**src/psrm_pkg.sv**
```systemverilog
`default_nettype none
// ----------------------------------------------------------------------------
// psrm_pkg
// Shared types and constants for the pivot swap to row move converter.
// ----------------------------------------------------------------------------
package psrm_pkg;

    localparam int MAX_ROWS_DEF = 64;
    localparam int PIVOT_W      = 7;
    localparam int DEST_W       = 6;

    typedef enum logic [2:0] {
        ST_LOAD,
        ST_PIV,
        ST_RDI,
        ST_RDT,
        ST_WRI,
        ST_WRT,
        ST_ORD,
        ST_OLD
    } state_t;

    typedef struct packed {
        logic [DEST_W-1:0] dest_row;
        logic              bad_pivot;
        logic              last_result;
    } result_t;

endpackage
`default_nettype wire

```
**src/psrm_ram.sv**
```systemverilog
`default_nettype none
// ----------------------------------------------------------------------------
// psrm_ram
// Generic single write port, single read port RAM with a registered read.
// ----------------------------------------------------------------------------
module psrm_ram #(
    parameter int WIDTH = 8,
    parameter int DEPTH = 64
) (
    input  wire logic                     aclk,
    input  wire logic                     wr_en,
    input  wire logic [$clog2(DEPTH)-1:0] wr_addr,
    input  wire logic [WIDTH-1:0]         wr_data,
    input  wire logic                     rd_en,
    input  wire logic [$clog2(DEPTH)-1:0] rd_addr,
    output logic      [WIDTH-1:0]         rd_data
);

    logic [WIDTH-1:0] mem_reg [DEPTH];
    logic [WIDTH-1:0] rd_data_reg;

    always_ff @(posedge aclk) begin
        if (wr_en) begin
            mem_reg[wr_addr] <= wr_data;
        end
        if (rd_en) begin
            rd_data_reg <= mem_reg[rd_addr];
        end
    end

    assign rd_data = rd_data_reg;

endmodule
`default_nettype wire

```
**src/psrm_conv.sv**
```systemverilog
`default_nettype none
// ----------------------------------------------------------------------------
// psrm_conv
// Loads pivots into a memory, walks them against the destination table
// memory with read-modify-write steps, then reads the table out in order.
// ----------------------------------------------------------------------------
module psrm_conv #(
    parameter int MAX_ROWS = psrm_pkg::MAX_ROWS_DEF
) (
    input  wire logic                         aclk,
    input  wire logic                         aresetn,
    input  wire logic                         cfg_wr_en,
    input  wire logic                         cfg_wr_data,
    input  wire logic                         in_valid,
    output logic                              in_ready,
    input  wire logic [psrm_pkg::PIVOT_W-1:0] in_pivot,
    input  wire logic                         in_last,
    output logic                              res_valid,
    input  wire logic                         res_ready,
    output psrm_pkg::result_t                 res
);

    localparam int IDX_W = $clog2(MAX_ROWS);
    localparam int CNT_W = $clog2(MAX_ROWS + 1);

    psrm_pkg::state_t state_reg, state_next;

    logic                 transpose_reg;
    logic [CNT_W-1:0]     cnt_reg, cnt_next;
    logic [IDX_W-1:0]     row_reg, row_next;
    logic [IDX_W-1:0]     t_reg, t_next;
    logic [IDX_W-1:0]     cur_i_reg, cur_i_next;
    logic                 err_reg, err_next;
    logic [MAX_ROWS-1:0]  valid_reg, valid_next;

    logic                 piv_wr_en;
    logic                 piv_rd_en;
    logic [IDX_W-1:0]     piv_rd_addr;
    logic [psrm_pkg::PIVOT_W-1:0] piv_rd_data;
    logic                 dst_wr_en;
    logic [IDX_W-1:0]     dst_wr_addr;
    logic [IDX_W-1:0]     dst_wr_data;
    logic                 dst_rd_en;
    logic [IDX_W-1:0]     dst_rd_addr;
    logic [IDX_W-1:0]     dst_rd_data;

    logic                 accept;
    logic                 full;
    logic [CNT_W-1:0]     cnt_load;
    logic [IDX_W-1:0]     last_idx;
    logic [IDX_W-1:0]     load_last_idx;
    logic                 last_row;
    logic [IDX_W-1:0]     row_step;
    logic                 bad;
    logic [IDX_W-1:0]     cur_rd;
    logic [IDX_W-1:0]     cur_t;

    assign accept        = in_valid && in_ready;
    assign full          = cnt_reg >= CNT_W'(MAX_ROWS);
    assign cnt_load      = full ? cnt_reg : cnt_reg + CNT_W'(1);
    assign last_idx      = IDX_W'(cnt_reg - CNT_W'(1));
    assign load_last_idx = IDX_W'(cnt_load - CNT_W'(1));
    assign last_row      = transpose_reg ? (row_reg == '0) : (row_reg == last_idx);
    assign row_step      = transpose_reg ? row_reg - IDX_W'(1) : row_reg + IDX_W'(1);
    assign bad           = (piv_rd_data == '0) ||
                           (piv_rd_data > psrm_pkg::PIVOT_W'(cnt_reg));
    assign cur_rd        = valid_reg[row_reg] ? dst_rd_data : row_reg;
    assign cur_t         = valid_reg[t_reg] ? dst_rd_data : t_reg;

    psrm_ram #(
        .WIDTH (psrm_pkg::PIVOT_W),
        .DEPTH (MAX_ROWS)
    ) u_pivot_ram (
        .aclk    (aclk),
        .wr_en   (piv_wr_en),
        .wr_addr (cnt_reg[IDX_W-1:0]),
        .wr_data (in_pivot),
        .rd_en   (piv_rd_en),
        .rd_addr (piv_rd_addr),
        .rd_data (piv_rd_data)
    );

    psrm_ram #(
        .WIDTH (IDX_W),
        .DEPTH (MAX_ROWS)
    ) u_dest_ram (
        .aclk    (aclk),
        .wr_en   (dst_wr_en),
        .wr_addr (dst_wr_addr),
        .wr_data (dst_wr_data),
        .rd_en   (dst_rd_en),
        .rd_addr (dst_rd_addr),
        .rd_data (dst_rd_data)
    );

    always_comb begin
        state_next = state_reg;
        case (state_reg)
            psrm_pkg::ST_LOAD: begin
                if (accept && in_last) begin
                    state_next = psrm_pkg::ST_PIV;
                end
            end
            psrm_pkg::ST_PIV: state_next = psrm_pkg::ST_RDI;
            psrm_pkg::ST_RDI: state_next = psrm_pkg::ST_RDT;
            psrm_pkg::ST_RDT: state_next = psrm_pkg::ST_WRI;
            psrm_pkg::ST_WRI: begin
                if (t_reg > row_reg) begin
                    state_next = psrm_pkg::ST_WRT;
                end else if (last_row) begin
                    state_next = psrm_pkg::ST_ORD;
                end else begin
                    state_next = psrm_pkg::ST_RDI;
                end
            end
            psrm_pkg::ST_WRT: begin
                state_next = last_row ? psrm_pkg::ST_ORD : psrm_pkg::ST_RDI;
            end
            psrm_pkg::ST_ORD: state_next = psrm_pkg::ST_OLD;
            psrm_pkg::ST_OLD: begin
                if (res_ready) begin
                    state_next = (row_reg == last_idx) ? psrm_pkg::ST_LOAD
                                                       : psrm_pkg::ST_ORD;
                end
            end
            default: state_next = psrm_pkg::ST_LOAD;
        endcase
    end

    always_comb begin
        in_ready    = 1'b0;
        res_valid   = 1'b0;
        res         = '0;
        piv_wr_en   = 1'b0;
        piv_rd_en   = 1'b0;
        piv_rd_addr = row_reg;
        dst_wr_en   = 1'b0;
        dst_wr_addr = row_reg;
        dst_wr_data = cur_t;
        dst_rd_en   = 1'b0;
        dst_rd_addr = row_reg;
        cnt_next    = cnt_reg;
        row_next    = row_reg;
        t_next      = t_reg;
        cur_i_next  = cur_i_reg;
        err_next    = err_reg;
        valid_next  = valid_reg;
        case (state_reg)
            psrm_pkg::ST_LOAD: begin
                in_ready = 1'b1;
                if (accept) begin
                    piv_wr_en = !full;
                    cnt_next  = cnt_load;
                    if (in_last) begin
                        valid_next = '0;
                        row_next   = transpose_reg ? load_last_idx : '0;
                    end
                end
            end
            psrm_pkg::ST_PIV: begin
                piv_rd_en = 1'b1;
            end
            psrm_pkg::ST_RDI: begin
                dst_rd_en = 1'b1;
                t_next    = bad ? row_reg : IDX_W'(piv_rd_data - psrm_pkg::PIVOT_W'(1));
                err_next  = err_reg || bad;
            end
            psrm_pkg::ST_RDT: begin
                cur_i_next  = cur_rd;
                dst_rd_en   = 1'b1;
                dst_rd_addr = t_reg;
            end
            psrm_pkg::ST_WRI: begin
                dst_wr_en           = 1'b1;
                valid_next[row_reg] = 1'b1;
                piv_rd_en           = !last_row;
                piv_rd_addr         = row_step;
                if (!(t_reg > row_reg)) begin
                    row_next = last_row ? '0 : row_step;
                end
            end
            psrm_pkg::ST_WRT: begin
                dst_wr_en         = 1'b1;
                dst_wr_addr       = t_reg;
                dst_wr_data       = cur_i_reg;
                valid_next[t_reg] = 1'b1;
                row_next          = last_row ? '0 : row_step;
            end
            psrm_pkg::ST_ORD: begin
                dst_rd_en = 1'b1;
            end
            psrm_pkg::ST_OLD: begin
                res_valid       = 1'b1;
                res.dest_row    = psrm_pkg::DEST_W'(cur_rd);
                res.bad_pivot   = err_reg;
                res.last_result = (row_reg == last_idx);
                if (res_ready) begin
                    if (row_reg == last_idx) begin
                        cnt_next = '0;
                        err_next = 1'b0;
                        row_next = '0;
                    end else begin
                        row_next = row_reg + IDX_W'(1);
                    end
                end
            end
            default: begin
                in_ready = 1'b0;
            end
        endcase
    end

    always_ff @(posedge aclk) begin
        if (!aresetn) begin
            state_reg     <= psrm_pkg::ST_LOAD;
            transpose_reg <= 1'b0;
            cnt_reg       <= '0;
            row_reg       <= '0;
            err_reg       <= 1'b0;
            valid_reg     <= '0;
        end else begin
            state_reg <= state_next;
            if (cfg_wr_en) begin
                transpose_reg <= cfg_wr_data;
            end
            cnt_reg   <= cnt_next;
            row_reg   <= row_next;
            err_reg   <= err_next;
            valid_reg <= valid_next;
        end
    end

    always_ff @(posedge aclk) begin
        t_reg     <= t_next;
        cur_i_reg <= cur_i_next;
    end

`ifndef SYNTHESIS
    a_row_in_range: assert property (@(posedge aclk) disable iff (!aresetn)
        (state_reg == psrm_pkg::ST_RDI || state_reg == psrm_pkg::ST_RDT ||
         state_reg == psrm_pkg::ST_WRI || state_reg == psrm_pkg::ST_WRT ||
         state_reg == psrm_pkg::ST_OLD) |-> (CNT_W'(row_reg) < cnt_reg))
        else $error("Row index is outside the loaded count.");

    a_partner_above: assert property (@(posedge aclk) disable iff (!aresetn)
        (state_reg == psrm_pkg::ST_WRT) |-> (t_reg > row_reg))
        else $error("Partner row write issued for a partner at or below the row.");

    a_count_bound: assert property (@(posedge aclk) disable iff (!aresetn)
        cnt_reg <= CNT_W'(MAX_ROWS))
        else $error("Entry count exceeds the store depth.");

    a_run_end: assert property (@(posedge aclk) disable iff (!aresetn)
        (res_valid && res_ready && res.last_result) |=>
        (state_reg == psrm_pkg::ST_LOAD && cnt_reg == '0 && !err_reg))
        else $error("Run did not return to loading with a cleared count and flag.");
`endif

endmodule
`default_nettype wire

```
**src/psrm_out.sv**
```systemverilog
`default_nettype none
// ----------------------------------------------------------------------------
// psrm_out
// Output register stage that holds one result word until it is taken.
// ----------------------------------------------------------------------------
module psrm_out (
    input  wire logic                        aclk,
    input  wire logic                        aresetn,
    input  wire logic                        res_valid,
    output logic                             res_ready,
    input  wire psrm_pkg::result_t           res,
    output logic                             m_valid,
    input  wire logic                        m_ready,
    output logic [psrm_pkg::DEST_W-1:0]      m_dest_row,
    output logic                             m_bad_pivot,
    output logic                             m_last_result
);

    logic              valid_reg;
    psrm_pkg::result_t data_reg;

    assign res_ready = !valid_reg || m_ready;

    always_ff @(posedge aclk) begin
        if (!aresetn) begin
            valid_reg <= 1'b0;
        end else if (res_ready) begin
            valid_reg <= res_valid;
        end
    end

    always_ff @(posedge aclk) begin
        if (res_ready && res_valid) begin
            data_reg <= res;
        end
    end

    assign m_valid       = valid_reg;
    assign m_dest_row    = data_reg.dest_row;
    assign m_bad_pivot   = data_reg.bad_pivot;
    assign m_last_result = data_reg.last_result;

endmodule
`default_nettype wire

```
**src/pivot_swaps_to_row_moves.sv**
```systemverilog
// Loading accepts one pivot word per cycle while loading; a word without the last mark causes
// no result. After the last word, conversion reads the first pivot, then per row reads the row
// and partner entries and writes the row, plus the partner if it lies above, set by the single
// read port of the destination table. Results are then read from it in order and registered.
// Reset is synchronous and active low; it clears the count, flags, row valid bits and mode.
`default_nettype none
// ----------------------------------------------------------------------------
// pivot_swaps_to_row_moves
// Converts a vector of sequential row-swap pivots into destination rows.
// ----------------------------------------------------------------------------
module pivot_swaps_to_row_moves #(
    parameter int MAX_ROWS = psrm_pkg::MAX_ROWS_DEF
) (
    input  wire logic                         aclk,
    input  wire logic                         aresetn,
    input  wire logic                         cfg_wr_en,
    input  wire logic                         cfg_wr_data,
    input  wire logic                         s_valid,
    output logic                              s_ready,
    input  wire logic [psrm_pkg::PIVOT_W-1:0] s_pivot_row,
    input  wire logic                         s_last_entry,
    output logic                              m_valid,
    input  wire logic                         m_ready,
    output logic [psrm_pkg::DEST_W-1:0]       m_dest_row,
    output logic                              m_bad_pivot,
    output logic                              m_last_result
);

    logic              res_valid;
    logic              res_ready;
    psrm_pkg::result_t res;

    psrm_conv #(
        .MAX_ROWS (MAX_ROWS)
    ) u_conv (
        .aclk        (aclk),
        .aresetn     (aresetn),
        .cfg_wr_en   (cfg_wr_en),
        .cfg_wr_data (cfg_wr_data),
        .in_valid    (s_valid),
        .in_ready    (s_ready),
        .in_pivot    (s_pivot_row),
        .in_last     (s_last_entry),
        .res_valid   (res_valid),
        .res_ready   (res_ready),
        .res         (res)
    );

    psrm_out u_out (
        .aclk          (aclk),
        .aresetn       (aresetn),
        .res_valid     (res_valid),
        .res_ready     (res_ready),
        .res           (res),
        .m_valid       (m_valid),
        .m_ready       (m_ready),
        .m_dest_row    (m_dest_row),
        .m_bad_pivot   (m_bad_pivot),
        .m_last_result (m_last_result)
    );

endmodule
`default_nettype wire

```
**config.mk**
```make
export PLATFORM = sky130hd
export DESIGN_NAME = pivot_swaps_to_row_moves
export DESIGN_NICKNAME = d
export VERILOG_FILES = /design/src/psrm_pkg.sv /design/src/psrm_ram.sv /design/src/psrm_conv.sv /design/src/psrm_out.sv /design/src/pivot_swaps_to_row_moves.sv
export SDC_FILE = /design/constraint.sdc
export NUM_CORES = 1
export LEC_CHECK = 0
export BUFFER_PORTS_ARGS = -buffer_cell sky130_fd_sc_hd__buf_2
export CAP_MARGIN = 10
export CORE_ASPECT_RATIO = 0.7
export CORE_MARGIN = 2
export CORE_UTILIZATION = 27
export DETAILED_ROUTE_END_ITERATION = 8
export GPL_TIMING_DRIVEN = 0
export PLACE_DENSITY_LB_ADDON = 0.25
export RECOVER_POWER = 25
export SLEW_MARGIN = 20
export SYNTH_ARGS = -nofsm -noshare
export SYNTH_HDL_FRONTEND = slang
export SYNTH_HIERARCHICAL = 1
export SYNTH_SLANG_ARGS = --single-unit
```
**constraint.sdc**
```tcl
create_clock -name aclk -period 7.38 [get_ports aclk]
set_input_delay 0.738 -clock aclk [delete_from_list [all_inputs] [get_ports aclk]]
set_output_delay 0.738 -clock aclk [all_outputs]
set_load 0.02 [all_outputs]
```
; ---- Word level (Yosys, flattened, before mapping)
; Memory sizes are Yosys's and may differ from the RTL's. A register that Yosys moved wholly into a read port is not among the register bits.
; Index checks and enable logic that the tools add are counted.
[totals]
input_bits = 14
memories = 2
register_bits = 103
output_inout_bits = 10
ramBits = 832
[memory_table]
columns = memory, depth, width, rd, rd_ports_with_merged_regs, wr, line_no
row1 = u_conv.u_pivot_ram.mem_reg, 64, 7, 1, 1, 1, psrm_ram.sv:19  ; logic [WIDTH-1:0] mem_reg [DEPTH];
row2 = u_conv.u_dest_ram.mem_reg, 64, 6, 1, 1, 1, psrm_ram.sv:19
[classes]
n_eq_ne = 14
mux = 53
n_reduce_logical = 25
n_addsub = 6
n_bitwise = 2
order_cmp = 7
[op_table]
columns = cell, count
row1 = $pmux 64 s3, 1
row2 = $mux 64, 2
row3 = $or 64x64->64, 2
row4 = $mux 6, 15
row5 = $mux 7, 4
row6 = $pmux 3 s8, 1
row7 = $pmux 6 s4, 1
row8 = $sub 6x1->6 const B, 4
row9 = $mux 1, 17
row10 = $mux 3, 5
row11 = $lt 6x7->1 const B, 2
row12 = $pmux 7 s2, 1
row13 = $bmux 1 s6, 2
row14 = $demux 1 s6, 2
row15 = $eq 3x3->1 const B, 4
row16 = $ge 6x1->1 const B, 2
row17 = $ne 2x1->1 const B, 4
row18 = $add 7x1->7 const B, 1
row19 = $ge 7x7->1 const B, 1
row20 = $gt 7x7->1, 1
row21 = $logic_not 7->1, 1
row22 = $add 6x1->6 const B, 1
row23 = $eq 3x2->1 const B, 2
row24 = $eq 6x6->1, 1
row25 = 18 further kinds, 30

; ---- Depth between registers and ports, before layout
; Gate-level depths: netlist (run 1).
[depth]
word_depth = 7
depth_mapped = 15

; ---- By module
; The synthesis (run 1) kept the hierarchy.
[modules_own_cells]
columns = mod, n_inst, cells_each, area_per_inst_um2
row1 = psrm_ram at u_conv.u_pivot_ram, 1, 827, 17705.7
row2 = psrm_ram at u_conv.u_dest_ram, 1, 720, 15285.9
row3 = psrm_conv, 1, 842, 6707.7
row4 = psrm_out, 1, 13, 297.8

; ---- Worst setup path after synthesis (run 1)
; Ideal clock, no wire load.
[synth_path]
kind = reg-to-reg
startpoint = register u_conv.t_reg[2]
endpoint = memory u_conv/u_dest_ram/mem_reg[0][4] in the netlist's numbering, data pin
n_path_buf = 1
t_arrival_ns = 4.329
setup_ns = 0.702
synth_period_minus_slack_ns = 5.031
path_stages_with_launch = 9
required_ns = 6.678
setup_slack_ns = 2.349
cell_sequence = edfxtp_1 > clkbuf_1 > mux4_2 > and2_0 > a211oi_1 > o32ai_1 > a211oi_1 > o22ai_1 > o21ai_0
[synth_via]
elab_chain_cells = 4
[synth_lines]
columns = item, line_no
row1 = "start, declared", psrm_conv.sv:31  ; logic [IDX_W-1:0] t_reg, t_next;
row2 = "start signal, assigned", psrm_conv.sv:234  ; t_reg <= t_next;
row3 = $bmux 1 s6, psrm_conv.sv:68  ; assign cur_t = valid_reg[t_reg] ? dst_rd_data : t_reg;
row4 = $mux 1 (implied by the code), psrm_conv.sv:68
row5 = $mux 6, psrm_conv.sv:68
row6 = $mux 6, psrm_conv.sv:148  ; case (state_reg)
row7 = via u_conv.dst_wr_data[4], psrm_conv.sv:42  ; logic [IDX_W-1:0] dst_wr_data;
row8 = "end, declared", psrm_ram.sv:19
; The timed path passes the listed nets, and every way through them passes these cells. The select of a mux whose other input is x is not followed.

; ---- Worst setup path in the final report (run 1)
[layout_path]
startpoint = register u_conv.row_reg[0]
endpoint = register u_conv.u_pivot_ram.rd_data_reg[5], in the netlist u_conv/u_pivot_ram/rd_data[5] (read register of u_conv.u_pivot_ram.mem_reg), data pin
[layout_rtl]
columns = item, line_no
row1 = "start, declared", psrm_conv.sv:30  ; logic [IDX_W-1:0] row_reg, row_next;
row2 = "start signal, assigned", psrm_conv.sv:227  ; row_reg <= row_next;
row3 = $add 6x1->6 or $sub 6x1->6 (tied branches), psrm_conv.sv:64  ; assign row_step = transpose_reg ? row_reg - IDX_W'(1) : row_reg + IDX_W'(1);
row4 = $mux 6 (*), psrm_conv.sv:64
row5 = $mux 6 (*), psrm_conv.sv:148
row6 = via u_conv.piv_rd_addr[1], psrm_conv.sv:38  ; logic [IDX_W-1:0] piv_rd_addr;
row7 = "end, declared", psrm_ram.sv:20  ; logic [WIDTH-1:0] rd_data_reg;
; Mark *: on every way through the listed nets, which the timed path passes. The rest lies on a longest branch.
; A chain may end at the register's enable or synchronous reset.

==> out/qor_table.md, run 1 <==
| Result | This run | Unit |
| --- | --- | --- |
| Via count of the first global-routing pass | 22858 | - |
| Register share of total power | 48.2 | % |
| Quantity of gates resized following cts | 0 | - |
| Leading cell type in the layout, fill and taps excluded | edfxtp_1 | - |
| Post-Place Cells | 4419 | - |
| Area after DPL | 0.0430 | mm2 |
| Worst clock skew | 0.0533 | ns |
| Part of the Yosys area used for sequential elements | 69.1 | % |
| Portion of synthesized cell area occupied by the leading cell type | 64.9 | % |
| Most instantiated flip-flop cell in the synthesis netlist | edfxtp_1 | - |
| Total congestion overflow after global routing | 0 | - |
| I/O Pins | 24 | - |
| Fmax | 0.197 | GHz |
| Compound-gate portion of the synthesized area | 6.27 | % |
| Total clock buffers created by CTS | 94 | - |
| Max-Slew Margin vs Limit | -116 | % |
| Pins Over Slew Limit | 428 | - |
| DRT Pass-1 Iters | 7 | - |
| Xor-xnor portion of the synthesized cell area | 0.679 | % |
| Cell types with the largest area share after synthesis | edfxtp_1 (65%), mux4_2 (12%), dfxtp_1 (4.2%) | - |
| Number of nets in the finished design | 2569 | - |
| Worst Setup Path Type | reg -> reg | - |
| Die area | 0.151 | mm2 |
| Mapped Cells | 2402 | - |
| Number of enable-type register cells in the synthesized netlist | 865 | - |
| Total power divided by cell area | 269 | mW/mm2 |
| Ant. Diodes | 0 | - |
| Clock H-tree levels | 3 | - |
| Max FFs per register | 448 | - |
| Global-route usage over all layers | 15.7 | % |
| Highest ir drop seen on vdd | 0.180 | mV |
| Ratio of final minimum period to clock period | 68.8 | % |
| Post-route cell area | 0.0463 | mm2 |
| CP Launch Type | flip-flop | - |
| Combinational family with the most area after synthesis | multiplexers | - |
| Number of hold-slack violations in the final timing report | 0 | - |
| Distinct cell type count of the synthesized netlist | 76 | - |
| Min Tclk post-route | 5.08 | ns |
| Antenna violations before repair | 4 | - |
| Area Growth Syn to Fin | 15.8 | % |
| Area taken by flip-flops and latches | 0.0276 | mm2 |
| CP Capture Type | flip-flop | - |
| Last weighted congestion value of the routability-driven placer | 0.904 | - |
| Leakage power | 13.9 | nW |
| Fraction of final layout cells sized beyond drive strength 1 | 19.2 | % |
| Netlist Area Pre-Place | 0.0400 | mm2 |
| Portion of netlist area occupied by mux cells | 14.6 | % |
| Run status | complete, but fails checks | - |
| Total internal power | 9.47 | mW |
| Die Width | 464 | um |
| Detailed-route wire length per cell | 26.1 | um |
| Library cell occupying the most area in the post-synthesis netlist | edfxtp_1 | - |
| Maximum fanout along the worst path | 10 | - |
| Number of nets produced by synthesis | 2436 | - |
| Layout fillers | 14356 | - |
| Final Routed Wirelength | 120000 | um |
| Setup Fix Bufs, Post-CTS | 0 | - |
| Avg Synthesized Cell Area | 16.7 | um2 |
| Core Area | 0.147 | mm2 |
| Port Buffers | 23 | - |
| Clock latency reported for the late side of the worst-skew pair | 0.72 | ns |
| Synthesis warning total | 6 | - |
| Worst EP required | 7.80 | ns |
| Share of synthesized registers carrying an async set or reset | 0 | % |
| Proportion of total power due to net switching | 24.1 | % |
| Vias per cell | 5.11 | - |
| Class of the tightest hold or removal check | in -> reg | - |
| Starting utilization of the core area | 27.1 | % |
| CTS tree | built | - |
| Final routed DRC violation total | 0 | - |
| # setup viols final | 0 | - |
| Net load switching power | 3.01 | mW |
| Data arrival time of the critical path | 5.50 | ns |
| Combinational Power Share | 10.2 | % |
| Post-DP HPWL | 81300 | um |
| Multi-input combinational cell area | 0.0115 | mm2 |
| Clock root cell | clkbuf_16 | - |
| Failing checks | capacitance limit, slew limit | - |
| Number of routed nets with antenna violations | 0 | - |
| Sinks on Clock Net | 948 | - |
| Worst-case clock buffer depth | 3 | - |
| Die H | 326 | um |
| Via count of the routed design | 23495 | - |
| Detailed Route Iter0 Violations | 3179 | - |
| Hold_buf cts | 0 | - |
| Synth Area in Adders | 0.626 | % |
| Number of flip-flops and latches in the synthesized netlist | 948 | - |
| Unrepaired setup endpoints after global routing | no | - |
| Slew @ Worst Pin | 3.24 | ns |
| Largest net degree at the start of global routing | 65 | - |
| Area share of and/or/nand/nor cells after synthesis | 6.44 | % |
| Clock transition at the register clock pins on the worst setup and hold paths after CTS | 0.06 | ns |
| First-pass GRT wire length | 173000 | um |
| Most frequent cells in the layout | edfxtp_1 (865), nor2_1 (250), mux4_2 (207), clkbuf_1 (107), a21oi_1 (107) | - |
| Reported max-cap violation count | 7 | - |
| Number of rows created at floorplan | 118 | - |
| Register-to-register setup slack | 2.30 | ns |
| Part of the total power dissipated in the clock network | 41.6 | % |
| Layout Cells excl Fill | 4594 | - |
-- routing by layer --
| metal | track usage (%) | up-vias | routed length (um) |
|---|---|---|---|
| li1 | - | 9952 | - |
| met1 | 25.4 | 12369 | 59600 |
| met2 | 20.6 | 1007 | 47600 |
| met3 | 3.59 | 167 | 10500 |
| met4 | 3.46 | 0 | 2300 |
| met5 | 0 | - | 0 |
-- power groups by stage --
stage / clock network (mW) / registers (mW) / logic (mW)
2_1_floorplan: 0 / 6.13 / 0.707
3_3_place_gp: 0 / 6.17 / 1.19
3_5_place_dp: 0 / 6.13 / 1.28
4_1_cts: 5.32 / 6.01 / 1.28
5_1_grt: 5.53 / 6.02 / 1.35
6_report: 5.19 / 6.02 / 1.28
-- final cells by class --
| cell class | count | share of cell area (%) |
|---|---|---|
| clock inverters | 64 | 1.93 |
| plain buffers | 147 | 1.72 |
| repair buffers | 37 | 0.929 |
| clock buffers | 111 | 5.26 |
| well taps | 1980 | 5.35 |
| inverters | 31 | 0.251 |
| multi-input cells | 1276 | 24.9 |
| flip-flops and latches | 948 | 59.7 |
-- stage by stage --
stage          setup slack [ns]  total power, mW  utilization (%)  hold WS (ns)  TNS [ns]
2_1_floorplan              2.35             6.84                -         0.432         0
3_3_place_gp              -2.17             7.36             28.9         0.446   -236.24
3_5_place_dp               2.38             7.40             29.2         0.458         0
4_1_cts                    2.32             12.6             31.4         0.275         0
5_1_grt                    2.13             12.9             31.4         0.317         0
6_report                   2.30             12.5             31.4         0.338         0
-- cell usage after synthesis, drive strengths merged, types with 9 or more instances --
| master | count |
|---|---|
| xnor2 | 22 |
| a22oi | 14 |
| a221oi | 9 |
| buf | 66 |
| nand2b | 26 |
| inv | 28 |
| o221ai | 19 |
| clkbuf | 81 |
| edfxtp | 865 |
| nand2 | 68 |
| nor2b | 20 |
| xor2 | 9 |
| a21oi | 107 |
| or3b | 10 |
| o31ai | 11 |
| o21ai | 44 |
| mux2i | 70 |
| nand3b | 22 |
| a211oi | 17 |
| nor2 | 251 |
| nor3 | 27 |
| mux2 | 24 |
| o32ai | 11 |
| and2 | 10 |
| o22ai | 90 |
| ha | 20 |
| nand3 | 56 |
| mux4 | 215 |
| dfxtp | 83 |
-- worst max-delay path, stage by stage, from the launching register on --
cell and delay (ns):
dfxtp_1 0.37, inv_1 0.22, clkbuf_1 0.70, ha_1 0.41, xor2_1 0.14, nor2_1 0.05
a21oi_1 0.63, buf_2 0.48, clkbuf_1 0.67, mux4_2 0.50, o22ai_1 0.16, o21ai_1 0.14
a32o_1 0.31
-- path summary, 6_finish.rpt --
kind                           from                             to  depth (start not counted)
setup / recovery  u_conv/row_reg[0]  u_conv/u_pivot_ram/rd_data[5]                         12
hold / removal              aresetn                  u_out/m_valid                          2
setup reg to reg  u_conv/row_reg[0]  u_conv/u_pivot_ram/rd_data[5]                         12
hold reg to reg      u_conv/err_reg                 u_conv/err_reg                          2
-- cell families (layout without fill, tap and decap cells) --
kind of cell    count (synthesis)  after routing
flops                         948            948
compound gates                378            378
mux                           309            309
xor+xnor                       31             31
simple gates                  538            538
fa+ha+maj                      20             20
buf+inv                       178            390
(Power assumes the default switching activity.)
==> run 2: changes to the inputs <==
==> constraint.sdc (replaced) <==
create_clock -name aclk -period 4.5 [get_ports aclk]
set_input_delay 0.45 -clock aclk [delete_from_list [all_inputs] [get_ports aclk]]
set_output_delay 0.45 -clock aclk [all_outputs]
set_load 0.02 [all_outputs]
==> run 2 against run 1 <==
  * The run still ends with capacitance limit, slew limit left
  * Power increased by 61%
  * Cell area barely moved
  * Hold slack got worse by 0.22 ns
  * Combinational power grew 66%
  * Core utilization about the same
  * Die area unchanged
  * Critical path type unchanged
==> out/qor_table.md, run 2 (synthesized netlist as in run 1, its figures left out) <==
| Result | This run | Unit |
| --- | --- | --- |
| Slew @ Worst Pin | 3.33 | ns |
| DRT Pass-1 Iters | 7 | - |
| Layout Cells excl Fill | 4592 | - |
| CP Launch Type | flip-flop | - |
| Post-layout power | 20.1 | mW |
| Total congestion overflow after global routing | 0 | - |
| Post-DP HPWL | 79600 | um |
| Min Tclk post-route | 4.49 | ns |
| Layout fillers | 14406 | - |
| Worst clock skew | 0.0370 | ns |
| Met2 Usage GRT | 20.2 | % |
| Fmax | 0.223 | GHz |
| Number of routed nets with antenna violations | 0 | - |
| Highest ir drop seen on vdd | 0.307 | mV |
| Ratio of final minimum period to clock period | 99.8 | % |
| Sinks on Clock Net | 948 | - |
| Global-route usage over all layers | 15.3 | % |
| Clock H-tree levels | 3 | - |
| Post-Place Cells | 4418 | - |
| Clock root cell | clkbuf_16 | - |
| Starting utilization of the core area | 27.1 | % |
| Total power divided by cell area | 435 | mW/mm2 |
| Clock latency reported for the late side of the worst-skew pair | 0.70 | ns |
| Reported max-cap violation count | 7 | - |
| Failing checks | capacitance limit, slew limit | - |
| # setup viols final | 0 | - |
| Most frequent cells in the layout | edfxtp_1 (865), nor2_1 (239), mux4_2 (207), a21oi_1 (106), clkbuf_16 (96) | - |
| Detailed Route Iter0 Violations | 2975 | - |
| Leading cell type in the layout, fill and taps excluded | edfxtp_1 | - |
| Unrepaired setup endpoints after global routing | yes | - |
| Max-Slew Margin vs Limit | -122 | % |
| First-pass GRT wire length | 168000 | um |
| Worst EP required | 4.93 | ns |
| Worst Setup Path Type | reg -> reg | - |
| I/O Pins | 24 | - |
| Max FFs per register | 448 | - |
| Clock transition at the register clock pins on the worst setup and hold paths after CTS | 0.06 | ns |
| Met3 demand-to-capacity share in global routing | 3.31 | % |
| Met1 Resource Use GR | 24.9 | % |
| Number of rows created at floorplan | 118 | - |
| Number of hold-slack violations in the final timing report | 0 | - |
| Total clock buffers created by CTS | 95 | - |
| Port Buffers | 23 | - |
| Die Width | 464 | um |
| Data arrival time of the critical path | 4.92 | ns |
| Die H | 326 | um |
| Core Area | 0.147 | mm2 |
| Antenna violations before repair | 3 | - |
| Pins Over Slew Limit | 455 | - |
| Final routed DRC violation total | 0 | - |
| Via count of the routed design | 23519 | - |
| Number of nets in the finished design | 2569 | - |
| Fraction of final layout cells sized beyond drive strength 1 | 20.1 | % |
| Class of the tightest hold or removal check | in -> reg | - |
| Maximum fanout along the worst path | 11 | - |
| Leakage power | 13.9 | nW |
| Die area | 0.151 | mm2 |
| Vias per cell | 5.12 | - |
| Final Routed Wirelength | 118000 | um |
| Hold wc startpoint | m_ready | - |
| Area Growth Syn to Fin | 15.7 | % |
| Worst setup path startpoint | u_conv/row_reg[1] | - |
| Via count of the first global-routing pass | 22450 | - |
| Worst-case clock buffer depth | 3 | - |
| CTS tree | built | - |
| Detailed-route wire length per cell | 25.7 | um |
| GRT busiest layer | met1 | - |
| Worst r2r src | u_conv/row_reg[1] | - |
| Last weighted congestion value of the routability-driven placer | 0.955 | - |
| Largest net degree at the start of global routing | 65 | - |
| Run status | complete, but fails checks | - |
| CP Capture Type | flip-flop | - |
-- run 2: cell types whose count changed in the layout (fill, tap and decap cells not counted), sizes merged --
cell	delta
clkinvlp	-3
bufinv	-5
inv	+2
clkbuf	-6
clkinv	+8
dlygate4sd3	+1
diode	+1
-- run 2: worst max-delay path, stage by stage (launching register included) --
cell      delay, ns
dfxtp_1        0.55
buf_6          0.27
inv_1          0.14
buf_2          0.28
ha_1           0.42
xor2_1         0.17
nor2_1         0.07
a21oi_2        0.34
buf_4          0.32
buf_4          0.26
buf_4          0.33
mux2i_1        0.56
a211oi_1       0.17
a22o_1         0.29
-- run 2: cell type report --
type                            instances  area, um2  share of cell area (%)
Inverter                               31        116                   0.251
Sequential cell                       948      27600                    59.7
Tap cell                             1980       2480                    5.35
Antenna cell                            1       2.50                 0.00541
Timing Repair Buffer                   39        489                    1.06
Buffer                                144        812                    1.75
Multi-Input combinational cell       1276      11600                    25.1
Clock inverter                         66        714                    1.54
Clock buffer                          107       2440                    5.28
-- run 2: metal layers --
layer | wire [um] | share of wire, %
met3 | 9620 | 8.1
met5 | 41 | 0.035
met1 | 59200 | 50
met4 | 2400 | 2.0
met2 | 46900 | 40
-- run 2: stage by stage --
| step | worst slack, ns | setup TNS [ns] | hold WS, ns | cell area [um2] | utilization, % |
|---|---|---|---|---|---|
| 2_1_floorplan | 0.301 | 0 | 0.432 | 40000 | - |
| 3_3_place_gp | -3.32 | -1147.50 | 0.442 | 42600 | 28.9 |
| 3_5_place_dp | -0.620 | -50.11 | 0.446 | 43000 | 29.2 |
| 4_1_cts | 0.0193 | 0 | 0.0588 | 46200 | 31.4 |
| 5_1_grt | -0.0889 | -0.287 | 0.0825 | 46300 | 31.4 |
| 6_report | 0.0105 | 0 | 0.113 | 46300 | 31.4 |
-- run 2: final timing paths --
check	slack, ns	depth (start not counted)	endpoint
max	0.01	13	u_conv/u_pivot_ram/rd_data[3]
min	0.11	3	u_out/m_valid
max reg2reg	0.01	13	u_conv/u_pivot_ram/rd_data[3]
min reg2reg	0.46	2	u_conv/err_reg
-- run 2: report_power, final --
part	switching, mW	internal [mW]
Combinational	1.36	0.763
Sequential	0.0440	9.83
Clock	3.48	4.67
-- run 2: timing repair --
item,CTS,global route
resized for setup,13,27
hold endpoints to repair,1,0
pin swaps,1,0
hold buffers,1,0
endpoints found under the setup margin,248,183
setup buffers,2,0
